==> config.mk <==
export PLATFORM = sky130hd
export DESIGN_NAME = pfordelta_block_encoder_core
export DESIGN_NICKNAME = d
export VERILOG_FILES = /design/src/design/pfd_pkg.sv /design/src/design/pfordelta_block_encoder_core.sv
export SDC_FILE = /design/constraint.sdc
export NUM_CORES = 2
export LEC_CHECK = 0
export BUFFER_PORTS_ARGS = -buffer_cell sky130_fd_sc_hd__buf_2
export CAP_MARGIN = 20
export CORE_MARGIN = 2
export CORE_UTILIZATION = 50
export DETAILED_ROUTE_END_ITERATION = 6
export GPL_ROUTABILITY_DRIVEN = 0
export PLACE_DENSITY_LB_ADDON = 0.05
export SLEW_MARGIN = 20
export SYNTH_ARGS = -nofsm -noshare
export SYNTH_HDL_FRONTEND = slang
export SYNTH_SLANG_ARGS = --single-unit
==> constraint.sdc <==
create_clock -name clk -period 8.3 [get_ports clk]
set_clock_uncertainty 0.2 [all_clocks]
set_input_delay 2.075 -clock clk [delete_from_list [all_inputs] [get_ports clk]]
set_output_delay 2.075 -clock clk [all_outputs]
set_load 0.01 [all_outputs]
==> src/design/pfd_pkg.sv <==
package pfd_pkg;

  localparam int unsigned BlockSizeDef = 32;
  localparam int unsigned NumWidths    = 15;
  localparam int unsigned RawIndex     = 14;
  localparam logic [5:0]  ExcLimitRst  = 6'd3;

  // exception value size codes in the header
  localparam logic [1:0]  TypeByte     = 2'd0;
  localparam logic [1:0]  TypeHalf     = 2'd1;
  localparam logic [1:0]  TypeWord     = 2'd2;

  // slot width for each table index
  function automatic logic [5:0] width_of(input logic [3:0] k);
    logic [5:0] w;
    case (k)
      4'd12:   w = 6'd16;
      4'd13:   w = 6'd20;
      4'd14:   w = 6'd32;
      default: w = {2'b00, k} + 6'd2;
    endcase
    return w;
  endfunction

endpackage

==> src/design/pfordelta_block_encoder_core.sv <==
// Channel | Direction | Ports
// in      | input     | in_valid, in_stall (out), in_value, in_end_of_stream
// out     | output    | out_valid, out_stall (in), out_word, out_last_word
// cfg     | input     | cfg_valid, cfg_ready (out), cfg_exception_limit
// A value that does not close a block is stored and in_stall stays low.
// A short final block is first zero padded, entry by entry.
// Each width tried reads and tests every element, then decides, for up to
// 14 widths; then the header, the slots and the exceptions are sent, or the
// raw block, and any output stall holds the sequence.
// Reset is synchronous (rst_n low); every memory entry is written before read.
// in_stall is high from the closing transfer until the last word is loaded.
module pfordelta_block_encoder_core
  import pfd_pkg::*;
#(
  parameter int unsigned BLOCK_SIZE = BlockSizeDef
) (
  input  logic        clk,
  input  logic        rst_n,
  input  logic        in_valid,
  output logic        in_stall,
  input  logic [31:0] in_value,
  input  logic        in_end_of_stream,
  output logic        out_valid,
  input  logic        out_stall,
  output logic [31:0] out_word,
  output logic        out_last_word,
  input  logic        cfg_valid,
  output logic        cfg_ready,
  input  logic [5:0]  cfg_exception_limit
);

  localparam int unsigned AW = $clog2(BLOCK_SIZE);
  localparam int unsigned CW = AW + 1;

  typedef enum logic [7:0] {
    S_IDLE  = 8'b00000001,
    S_PAD   = 8'b00000010,
    S_SCAN  = 8'b00000100,
    S_TAIL  = 8'b00001000,
    S_HDR   = 8'b00010000,
    S_SLOT  = 8'b00100000,
    S_EXC   = 8'b01000000,
    S_RAW   = 8'b10000000
  } state_t;

  state_t state_r;

  logic [31:0]   blk_mem  [BLOCK_SIZE];
  logic [31:0]   slot_mem [BLOCK_SIZE];
  logic [31:0]   exc_mem  [BLOCK_SIZE];

  logic [5:0]    limit_r;
  logic [CW-1:0] fill_r;
  logic [31:0]   maxv_r;
  logic [AW-1:0] idx_r;       // element pointer
  logic          phase_r;     // read data valid
  logic [3:0]    k_r;
  logic [CW-1:0] nexc_r;
  logic          have_r;
  logic [AW-1:0] last_r;
  logic [CW-1:0] start_r;
  logic [CW-1:0] eidx_r;      // exception pointer
  logic [31:0]   rd_r;
  logic [31:0]   srd_r;
  logic [31:0]   erd_r;
  // packer
  logic [31:0]   acc_r;
  logic [5:0]    accn_r;      // bits held in acc
  logic          ov_r;
  logic [31:0]   ow_r;
  logic          olast_r;

  logic [5:0]    b;
  logic [5:0]    bb;
  logic [1:0]    tcode;
  logic          in_acc;
  logic          out_free;
  logic          blk_close;
  logic          idx_last;
  logic          exc_last;
  logic [31:0]   lim;
  logic [CW-1:0] gap;
  logic          is_exc;
  logic          scan_hit;
  logic [31:0]   sw_n;
  logic [31:0]   ew_n;
  logic          reject;
  logic [31:0]   hdr_word;

  logic          mem_we;
  logic [AW-1:0] mem_waddr;
  logic [31:0]   mem_wdata;
  logic          slot_we;
  logic [AW-1:0] slot_waddr;
  logic [31:0]   slot_wdata;
  logic          exc_we;

  logic [31:0]   pk_fld;
  logic [5:0]    pk_w;
  logic [6:0]    pk_tot;
  logic [6:0]    pk_sh;
  logic [63:0]   pk_cat;
  logic [63:0]   pk_hi;
  logic [63:0]   pk_lo;
  logic          pk_full;
  logic [31:0]   pk_rem;

  logic          emit;
  logic [31:0]   emit_word;
  logic          emit_last;

  assign b = width_of(k_r);

  assign in_stall      = (state_r != S_IDLE);
  assign in_acc        = in_valid && !in_stall;
  assign cfg_ready     = (state_r == S_IDLE);
  assign out_valid     = ov_r;
  assign out_word      = ow_r;
  assign out_last_word = olast_r;
  assign out_free      = !ov_r || !out_stall;

  assign blk_close = (fill_r == CW'(BLOCK_SIZE - 1)) || in_end_of_stream;
  assign idx_last  = (idx_r == AW'(BLOCK_SIZE - 1));
  assign exc_last  = (eidx_r + CW'(1) == nexc_r);

  // exception value size from the block maximum
  always_comb begin
    if (maxv_r < 32'd256) begin
      bb = 6'd8;
      tcode = TypeByte;
    end else if (maxv_r < 32'd65536) begin
      bb = 6'd16;
      tcode = TypeHalf;
    end else begin
      bb = 6'd32;
      tcode = TypeWord;
    end
  end

  // exception test of the element just read
  assign lim      = 32'd1 << b;
  assign gap      = {1'b0, idx_r} - {1'b0, last_r};
  assign is_exc   = (rd_r >= lim) || (have_r && (32'(gap) == lim));
  assign scan_hit = (state_r == S_SCAN) && phase_r;

  // word counts for the width decision
  assign sw_n   = 32'(b) * 32'(BLOCK_SIZE / 32);
  assign ew_n   = (32'(bb) * 32'(nexc_r) + 32'd31) >> 5;
  assign reject = (32'(nexc_r) > 32'(limit_r)) || (sw_n + ew_n > 32'(BLOCK_SIZE));

  assign hdr_word = (k_r == 4'(RawIndex)) ?
      ((32'(RawIndex) << 12) | (32'(TypeWord) << 10) | 32'(BLOCK_SIZE)) :
      ((32'(k_r) << 12) | (32'(tcode) << 10) | 32'(start_r));

  // block store: loading and zero padding
  assign mem_we    = (state_r == S_PAD) || in_acc;
  assign mem_waddr = (state_r == S_PAD) ? idx_r : fill_r[AW-1:0];
  assign mem_wdata = (state_r == S_PAD) ? 32'd0 : in_value;

  // slot store: plain values, chain gaps, and the end marker of the chain
  assign slot_we    = (scan_hit && !(is_exc && !have_r)) || ((state_r == S_TAIL) && have_r);
  assign slot_waddr = ((state_r == S_TAIL) || is_exc) ? last_r : idx_r;
  assign slot_wdata = (state_r == S_TAIL) ? (lim - 32'd1) :
                      (is_exc ? 32'(gap - CW'(1)) : rd_r);
  assign exc_we     = scan_hit && is_exc;

  always_ff @(posedge clk) begin
    if (mem_we) blk_mem[mem_waddr] <= mem_wdata;
    rd_r <= blk_mem[idx_r];
  end

  always_ff @(posedge clk) begin
    if (slot_we) slot_mem[slot_waddr] <= slot_wdata;
    srd_r <= slot_mem[idx_r];
  end

  always_ff @(posedge clk) begin
    if (exc_we) exc_mem[nexc_r[AW-1:0]] <= rd_r;
    erd_r <= exc_mem[eidx_r[AW-1:0]];
  end

  // shared bit packer: append one field MSB-first
  assign pk_fld  = (state_r == S_EXC) ? erd_r : srd_r;
  assign pk_w    = (state_r == S_EXC) ? bb : b;
  assign pk_tot  = {1'b0, accn_r} + {1'b0, pk_w};
  assign pk_sh   = pk_tot - 7'd32;
  assign pk_cat  = ({32'd0, acc_r} << pk_w) | {32'd0, pk_fld};
  assign pk_full = (pk_tot >= 7'd32);
  assign pk_hi   = pk_cat >> pk_sh;
  assign pk_lo   = pk_cat << (7'd32 - pk_tot);
  assign pk_rem  = pk_cat[31:0] & ~(32'hFFFF_FFFF << pk_sh);

  // word handed to the output register
  always_comb begin
    emit      = 1'b0;
    emit_word = pk_hi[31:0];
    emit_last = 1'b0;
    unique case (state_r)
      S_HDR: begin
        emit      = out_free;
        emit_word = hdr_word;
      end
      S_SLOT: begin
        if (phase_r && pk_full) begin
          emit      = out_free;
          emit_last = (nexc_r == '0) && idx_last;
        end
      end
      S_EXC: begin
        if (phase_r && (exc_last || pk_full)) begin
          emit      = out_free;
          emit_word = exc_last ? pk_lo[31:0] : pk_hi[31:0];
          emit_last = exc_last;
        end
      end
      S_RAW: begin
        if (phase_r) begin
          emit      = out_free;
          emit_word = rd_r;
          emit_last = idx_last;
        end
      end
      default: ;
    endcase
  end

  // output register
  always_ff @(posedge clk) begin
    if (!rst_n) begin
      ov_r <= 1'b0;
    end else if (emit) begin
      ov_r <= 1'b1;
    end else if (!out_stall) begin
      ov_r <= 1'b0;
    end
  end

  always_ff @(posedge clk) begin
    if (emit) begin
      ow_r    <= emit_word;
      olast_r <= emit_last;
    end
  end

  // sequencer
  always_ff @(posedge clk) begin
    if (!rst_n) begin
      state_r <= S_IDLE;
      limit_r <= ExcLimitRst;
      fill_r  <= '0;
    end else begin
      if (cfg_valid && cfg_ready) limit_r <= cfg_exception_limit;
      unique case (state_r)
        S_IDLE: begin
          k_r     <= '0;
          phase_r <= 1'b0;
          nexc_r  <= '0;
          have_r  <= 1'b0;
          last_r  <= '0;
          start_r <= CW'(BLOCK_SIZE);
          if (in_acc) begin
            maxv_r <= (fill_r == '0 || in_value > maxv_r) ? in_value : maxv_r;
            if (blk_close) begin
              fill_r <= '0;
              if (fill_r == CW'(BLOCK_SIZE - 1)) begin
                idx_r   <= '0;
                state_r <= S_SCAN;
              end else begin
                idx_r   <= AW'(fill_r + CW'(1));
                state_r <= S_PAD;
              end
            end else begin
              fill_r <= fill_r + CW'(1);
            end
          end
        end
        S_PAD: begin
          if (idx_last) begin
            idx_r   <= '0;
            state_r <= S_SCAN;
          end else begin
            idx_r <= idx_r + AW'(1);
          end
        end
        S_SCAN: begin
          if (!phase_r) begin
            phase_r <= 1'b1;
          end else begin
            if (is_exc) begin
              if (!have_r) start_r <= {1'b0, idx_r};
              have_r <= 1'b1;
              last_r <= idx_r;
              nexc_r <= nexc_r + CW'(1);
            end
            phase_r <= 1'b0;
            if (idx_last) state_r <= S_TAIL;
            else idx_r <= idx_r + AW'(1);
          end
        end
        S_TAIL: begin
          idx_r <= '0;
          if (reject) begin
            nexc_r  <= '0;
            have_r  <= 1'b0;
            last_r  <= '0;
            start_r <= CW'(BLOCK_SIZE);
            k_r     <= k_r + 4'd1;
            state_r <= (k_r == 4'(RawIndex - 1)) ? S_HDR : S_SCAN;
          end else begin
            state_r <= S_HDR;
          end
        end
        S_HDR: begin
          if (out_free) begin
            idx_r   <= '0;
            phase_r <= 1'b0;
            acc_r   <= '0;
            accn_r  <= '0;
            eidx_r  <= '0;
            state_r <= (k_r == 4'(RawIndex)) ? S_RAW : S_SLOT;
          end
        end
        S_SLOT: begin
          if (!phase_r) begin
            phase_r <= 1'b1;
          end else if (!pk_full || out_free) begin
            acc_r   <= pk_full ? pk_rem : pk_cat[31:0];
            accn_r  <= pk_full ? pk_sh[5:0] : pk_tot[5:0];
            phase_r <= 1'b0;
            // slot bits fill whole words, so the packer is empty here
            if (idx_last) state_r <= (nexc_r == '0) ? S_IDLE : S_EXC;
            else idx_r <= idx_r + AW'(1);
          end
        end
        S_EXC: begin
          if (!phase_r) begin
            phase_r <= 1'b1;
          end else if (exc_last) begin
            if (out_free) state_r <= S_IDLE;
          end else if (!pk_full || out_free) begin
            acc_r   <= pk_full ? pk_rem : pk_cat[31:0];
            accn_r  <= pk_full ? pk_sh[5:0] : pk_tot[5:0];
            eidx_r  <= eidx_r + CW'(1);
            phase_r <= 1'b0;
          end
        end
        S_RAW: begin
          if (!phase_r) begin
            phase_r <= 1'b1;
          end else if (out_free) begin
            phase_r <= 1'b0;
            if (idx_last) state_r <= S_IDLE;
            else idx_r <= idx_r + AW'(1);
          end
        end
        default: state_r <= S_IDLE;
      endcase
    end
  end

endmodule

Word-level counts from Yosys, hierarchy flattened
Memory sizes are Yosys's and may differ from the RTL's. A register that Yosys moved wholly into a read port is not among the register bits. Cells that the tools add are included.

Bits in writable memories: 3072. Bits in registers: 158. Memories: 3. Input bits: 44. Output and inout port bits: 36.

Memories: blk_mem (words 32, bits a word 32, read ports 1, clocked after Yosys merged registers in 1, wr ports 1, line pfordelta_block_encoder_core.sv:48) `logic [31:0] blk_mem [BLOCK_SIZE];`; exc_mem (words 32, bits a word 32, read ports 1, clocked after Yosys merged registers in 1, wr ports 1, line pfordelta_block_encoder_core.sv:50) `logic [31:0] exc_mem [BLOCK_SIZE];`; slot_mem (words 32, bits a word 32, read ports 1, clocked after Yosys merged registers in 1, wr ports 1, line pfordelta_block_encoder_core.sv:49) `logic [31:0] slot_mem [BLOCK_SIZE];`.

$add $sub $neg: 14. Multipliers: 1. Order comparisons: 7. Mux-type cells: 113. Eq/ne operators: 37. Shift operators: 5. Reduce and logical (&&, ||, !) cells: 45. Bitwise logic cells: 5.

Operators with widths (count): $mux W32 (13); $pmux W32 S3 (2); $mux W8 (16); $mux W6 (20); $mux W5 (18); $pmux W6 S3 (4); $or A64 B32 Y64 (1); $pmux W8 S8 (1); $shl A32 B6 Y64 (1); $shl A64 B7 Y32 (1); $shr A64 B7 Y32 (1); $pmux W5 S7 (1); $ne A2 B2 Y1 const B (17); $and A32 B32 Y32 (1); $eq A6 B32 Y1 (1); $ge A32 B32 Y1 (1); $gt A32 B32 Y1 (1); $lt A32 B17 Y1 const B (1); $lt A32 B9 Y1 const B (1); $not A32 Y32 (1); $shl A1 B6 Y32 const A (1); $shl A32 B7 Y32 const A (1); $sub A32 B1 Y32 const B (1); $mux W1 (25); 57 further kinds (96).

Logic depth before layout (Yosys ltp)
Depth after elaboration: 14. Depth in mapped cells: 32.

Worst setup path before layout
Ideal clock, no wire load.

Kind: register to register. From: register k_r[0]. To: memory slot_mem[2][0], enable pin. Period minus slack after synthesis: 8479 ps. Stages on the path, launching flop included: 30. Path slack: -179 ps. Buffers on the path: 10. Data arrival time: 7818 ps. Path through: edfxtp_1 buf_2 inv_1 clkbuf_1 clkbuf_1 ha_1 buf_6 o21ai_1 a21oi_4 inv_2 buf_2 buf_2 nor2_1 clkbuf_1 nand2_1 ha_1 a21o_1 a21o_1 a21o_1 a21o_1 a21o_1 a211o_1 a31oi_1 o21a_1 buf_2 and2_1 buf_2 mux2_2 clkbuf_1 nor3_1.

Word-level cells in the longest chain between the ends: 12. Elaborated cells on any way between the ends: 18.

RTL lines: start: declaration (line pfordelta_block_encoder_core.sv:57) `logic [3:0] k_r;`; start signal: assignment (line pfordelta_block_encoder_core.sv:307) `k_r <= k_r + 4'd1;`; $add A4 B2 Y5 / $eq A4 B4 Y1 (equally long branches) (line pfd_pkg.sv:20, pfd_pkg.sv:16); $pmux W6 S3 (*) (line pfd_pkg.sv:16) `case (k)`; $shl A1 B6 Y32 (*) (line pfordelta_block_encoder_core.sv:141) `assign lim = 32'd1 << b;`; parallel branches: the longest is 2 deep, another holds $ge A32 B32 Y1; $logic_or A1 B1 Y1 (*) (line pfordelta_block_encoder_core.sv:143) `assign is_exc = (rd_r >= lim) || (have_r && (32'(gap) == lim));`; $logic_and A1 B1 Y1 (line pfordelta_block_encoder_core.sv:161) `assign slot_we = (scan_hit && !(is_exc && !have_r)) || ((state_r == S_TAIL) && have_r);`; $logic_not A1 Y1 (line pfordelta_block_encoder_core.sv:161); $logic_and A1 B1 Y1 (line pfordelta_block_encoder_core.sv:161); $logic_or A1 B1 Y1 (line pfordelta_block_encoder_core.sv:161); $mux W1 (line pfordelta_block_encoder_core.sv:173) `if (slot_we) slot_mem[slot_waddr] <= slot_wdata;`; $mux W1 (not written as such) (line pfordelta_block_encoder_core.sv:173); end: declaration (line pfordelta_block_encoder_core.sv:49).

Every way passes the cells marked *.

Final worst setup path
From: register state_r[0]. To: register ow_r[25] (netlist: out_word[25]) (data pin).

Word-level cells in the longest chain between the ends: 8. Elaborated cells on any way between the ends: 19.

RTL lines: start: declaration (line pfordelta_block_encoder_core.sv:46) `state_t state_r;`; start signal: assignment (line pfordelta_block_encoder_core.sv:308) `state_r <= (k_r == 4'(RawIndex - 1)) ? S_HDR : S_SCAN;`; start signal: assignment (line pfordelta_block_encoder_core.sv:320) `state_r <= (k_r == 4'(RawIndex)) ? S_RAW : S_SLOT;`; start signal: assignment (line pfordelta_block_encoder_core.sv:331) `if (idx_last) state_r <= (nexc_r == '0) ? S_IDLE : S_EXC;`; $eq A8 B7 Y1 (line pfordelta_block_encoder_core.sv:183, pfordelta_block_encoder_core.sv:184, pfordelta_block_encoder_core.sv:198); $mux W6 (line pfordelta_block_encoder_core.sv:184) `assign pk_w = (state_r == S_EXC) ? bb : b;`; $add A6 B6 Y7 / $shl A32 B6 Y64 (equally long branches) (line pfordelta_block_encoder_core.sv:185, pfordelta_block_encoder_core.sv:187); $sub A7 B6 Y7 (tied with other cells) (line pfordelta_block_encoder_core.sv:186) `assign pk_sh = pk_tot - 7'd32;`; $shr A64 B7 Y32 (tied with other cells) (line pfordelta_block_encoder_core.sv:189) `assign pk_hi = pk_cat >> pk_sh;`; $mux W32 / $logic_and A1 B1 Y1 (equally long branches) (line pfordelta_block_encoder_core.sv:212, pfordelta_block_encoder_core.sv:210); $mux W32 (line pfordelta_block_encoder_core.sv:210) `if (phase_r && (exc_last || pk_full)) begin`; $pmux W32 S3 (*) (line pfordelta_block_encoder_core.sv:198) `unique case (state_r)`; named net emit_word[25] (line pfordelta_block_encoder_core.sv:109) `logic [31:0] emit_word;`; end signal: assignment (line pfordelta_block_encoder_core.sv:240) `ow_r <= emit_word;`; end: declaration (line pfordelta_block_encoder_core.sv:70) `logic [31:0] ow_r;`.

Mark *: on every way through the listed nets, which the timed path passes. The rest lies on a longest branch. A chain may end at the register's enable or synchronous reset.

==> flow_metrics.tcl <==
set metrics [dict create \
    initial_antenna_violation_count 24 \
    ys.flop_type "sky130_fd_sc_hd__edfxtp_1" \
    fill_cells 21700 \
    number_of_buffers_created_by_cts 351 \
    core_area_um2 283000 \
    status "finished, violations left" \
    mappedNetlistArea_um2 142000 \
    clk_path_buf_depth 4 \
    fmaxAchievable_mhz 134 \
    post_route_total_power_w 0.0559 \
    critical_path.max_fanout 17 \
    netlist-cell-type-count 117 \
    post_cts_hold_buffer_count 0 \
    via_count 85700 \
    power.internal_w 0.0353 \
    routed_wire_length_per_instance_um 35.3 \
    p_seq_share_pct 38.1 \
    failed_checks "design-rule violations" \
    num_rows 195 \
    number_of_flops_mapped_to_enable_cells_by_yosys 3209 \
    multi_input_area_um2 41900 \
    dr.first_iter.drc_count 12500 \
    place.detailed.hpwl_um 275000 \
    io-pin-count 80 \
    yosysMostFrequentCell "sky130_fd_sc_hd__edfxtp_1" \
    floorplan.die_area_um2 289000 \
    path_class "reg -> reg" \
    power.ir.vdd_worst_v 0.000351 \
    clkLatencyLatePin_ns 0.94 \
    cts_tree "done" \
    tightest_slew_ns 1.23 \
    via_count_of_the_first_global_routing_pass 83300 \
    count_of_tritonroute_iterations_in_the_first_routing_pass 7 \
    cts.reportedPaths.clkPinSlew_ns 0.07 \
    drc 106 \
    final-max-slew-violation-count 0 \
    power.switching_fraction_pct 36.9 \
    final_setup_vio_count 0 \
    global_route_wire_length_before_repair_um 638000 \
    post_synth_main_area_contributors "sky130_fd_sc_hd__edfxtp_1 (68%), sky130_fd_sc_hd__mux4_2 (10%), sky130_fd_sc_hd__mux2i_1 (3.2%)" \
    final-hold-violation-count 0 \
    power_switching_w 0.0207 \
    critical_path_required_ns 8.86 \
    worst_slew_margin_rel_pct 17.9 \
    htree_num_levels 5 \
    final_layout_size_suffix_gt1_share_pct 21.8 \
    synth.largest_area_cell "sky130_fd_sc_hd__edfxtp_1" \
    syn_inst 8549 \
    power.share.combinational_pct 33.9 \
    ys_seq_area_share_pct 69.4 \
    cts_resized 0 \
    critPathCaptureType "register" \
    vias_per_cell 6.67 \
    critPathArrivalTime_ns 8.04 \
    sequential_cell_area_um2 98700 \
    grt.overflow.total 0 \
    leakagePower_nw 53.5 \
    grt_start_max_net_pins 124 \
    post-route-period-util_pct 90.2 \
    clockRootBuffer "sky130_fd_sc_hd__clkbuf_16" \
    postCtsSetupRepairBufs 0 \
    detail_route_antenna_nets 0 \
    cap_viol_max_count 0 \
    avgSynthCellArea_um2 16.6 \
    yosys_register_bits 3326 \
    fp.dieW_um 537 \
    final_util_pct 56.8 \
    global_route.usage.total_pct 31.2 \
    yosysWarningCount 0 \
    start_util_pct 50.3 \
    grt_setup_unrepaired "no" \
    start_kind "register" \
    place.port_buffers 79 \
    numClockSinks 3326 \
    synth_async_sr_flop_share_pct 0 \
    clockPowerShare_pct 28.0 \
    wirelength_um 453000 \
    period_minus_slack_ns 7.48 \
    die-height_um 537 \
    min_path_type "reg -> reg" \
    synth_to_layout_area_growth_pct 12.9 \
    yosys-top-cells-count "sky130_fd_sc_hd__edfxtp_1 (3,209), sky130_fd_sc_hd__mux4_2 (636), sky130_fd_sc_hd__nand2_1 (569)" \
    power_per_cell_area_nw_per_um2 348 \
    synth_largest_type_area_fraction_pct 67.8 \
    fin_nets 8993 \
]
critical path, cell delays in order, from the launching register on:
cell and delay (ns):
sky130_fd_sc_hd__dfxtp_1 0.36, sky130_fd_sc_hd__or4_1 0.81, sky130_fd_sc_hd__o211ai_2 0.72, sky130_fd_sc_hd__inv_2 0.40, sky130_fd_sc_hd__ha_4 0.29, sky130_fd_sc_hd__fa_2 0.43
sky130_fd_sc_hd__a21o_1 0.22, sky130_fd_sc_hd__a21oi_1 0.45, sky130_fd_sc_hd__o21bai_1 0.12, sky130_fd_sc_hd__a21oi_1 0.46, sky130_fd_sc_hd__ha_1 0.49, sky130_fd_sc_hd__and3_1 0.47
sky130_fd_sc_hd__nand2_1 0.35, sky130_fd_sc_hd__nor2_1 0.76, sky130_fd_sc_hd__nand2_1 0.30, sky130_fd_sc_hd__o21ai_0 0.25, sky130_fd_sc_hd__a211oi_1 0.12, sky130_fd_sc_hd__o221ai_1 0.12
routing by layer:
metal / GRT usage (%) / up-vias / routed length, um
met5: 0 / - / 11
met4: 12.5 / 2 / 21600
met3: 6.63 / 1107 / 41600
met2: 48.8 / 4823 / 210000
met1: 43.1 / 44600 / 180000
li1: - / 35200 / -
path summary, 6_finish.rpt:
path / depth (start not counted) / endpoint / slack, ns / from
hold reg to reg: 2 / limit_r[5] / 0.26 / limit_r[5]
hold / removal: 2 / limit_r[5] / 0.26 / limit_r[5]
setup / recovery: 17 / out_word[25] / 0.82 / state_r[0]
setup reg to reg: 17 / out_word[25] / 0.82 / state_r[0]
sequential cells by signal, indices dropped and copies added (netlist names), 32 cells and up:
name,flops
rd_r,32
erd_r,32
maxv_r,32
srd_r,32
out_word,32
blk_mem,1024
slot_mem,1024
exc_mem,1024
acc_r,32
cells by family (layout without fill, tap and decap cells):
group                      after synthesis  after routing  share of synthesized area (%)
xor gates and xnor gates                65             65                          0.411
muxes                                 1267           1267                           14.7
DFF                                   3326           3326                           69.4
adders and majority gates              147            147                           1.34
buffers and inverters                  650           1185                           1.80
other                                    1             22                        0.00264
and+or+nand+nor                       1478           1478                           4.71
AOI/OAI and AO/OA                     1615           1615                           7.64
power groups by stage:
stage	logic (W)	clock network (W)	registers (W)
2_1_floorplan	0.0102	0	0.0219
3_3_place_gp	0.0180	0	0.0216
3_5_place_dp	0.0181	0	0.0216
4_1_cts	0.0181	0.0159	0.0213
5_1_grt	0.0196	0.0166	0.0213
6_report	0.0190	0.0157	0.0213
cells in the final DEF (no fill, tap or decap), types with 34 or more instances in the layout:
cell type / instances
sky130_fd_sc_hd__dfxtp_1: 110
sky130_fd_sc_hd__a31oi_1: 51
sky130_fd_sc_hd__nor2_1: 317
sky130_fd_sc_hd__ha_1: 138
sky130_fd_sc_hd__and2_1: 51
sky130_fd_sc_hd__nand2_1: 567
sky130_fd_sc_hd__clkinv_2: 66
sky130_fd_sc_hd__clkbuf_1: 71
sky130_fd_sc_hd__nor3_1: 98
sky130_fd_sc_hd__nor2_4: 68
sky130_fd_sc_hd__a211oi_1: 47
sky130_fd_sc_hd__o21ai_0: 319
sky130_fd_sc_hd__mux2i_1: 449
sky130_fd_sc_hd__a21o_1: 52
sky130_fd_sc_hd__buf_2: 80
sky130_fd_sc_hd__and3_1: 37
sky130_fd_sc_hd__o211ai_1: 62
sky130_fd_sc_hd__edfxtp_1: 3209
sky130_fd_sc_hd__o22ai_1: 97
sky130_fd_sc_hd__xnor2_1: 34
sky130_fd_sc_hd__buf_4: 323
sky130_fd_sc_hd__mux2_2: 178
sky130_fd_sc_hd__clkbuf_16: 357
sky130_fd_sc_hd__a21oi_1: 402
sky130_fd_sc_hd__nand3_1: 99
sky130_fd_sc_hd__o221ai_1: 203
sky130_fd_sc_hd__inv_1: 115
sky130_fd_sc_hd__mux4_2: 636
sky130_fd_sc_hd__clkinv_1: 61
area by class of cell:
cell class	count	share of cell area, %
flip-flops and latches	3326	61.5
multi-input cells	4580	26.1
clock buffers	456	5.97
well taps	3743	2.92
repair buffers	420	1.97
clock inverters	186	1.18
inverters	123	0.288
diodes	14	0.0218
per-stage QoR:
step	std cells	cell area, um^2	setup slack [ns]	setup TNS (ns)	hold WS [ns]
after floorplan	8556	142000	-0.179	-125.59	0.236
after global placement	12200	149000	0.980	0	0.255
after detailed placement	12200	149000	1.14	0	0.253
after CTS	12800	160000	1.12	0	0.261
after global routing	12800	160000	0.534	0	0.282
final	12800	160000	0.817	0	0.258
Power figures use the tool's default switching activity.
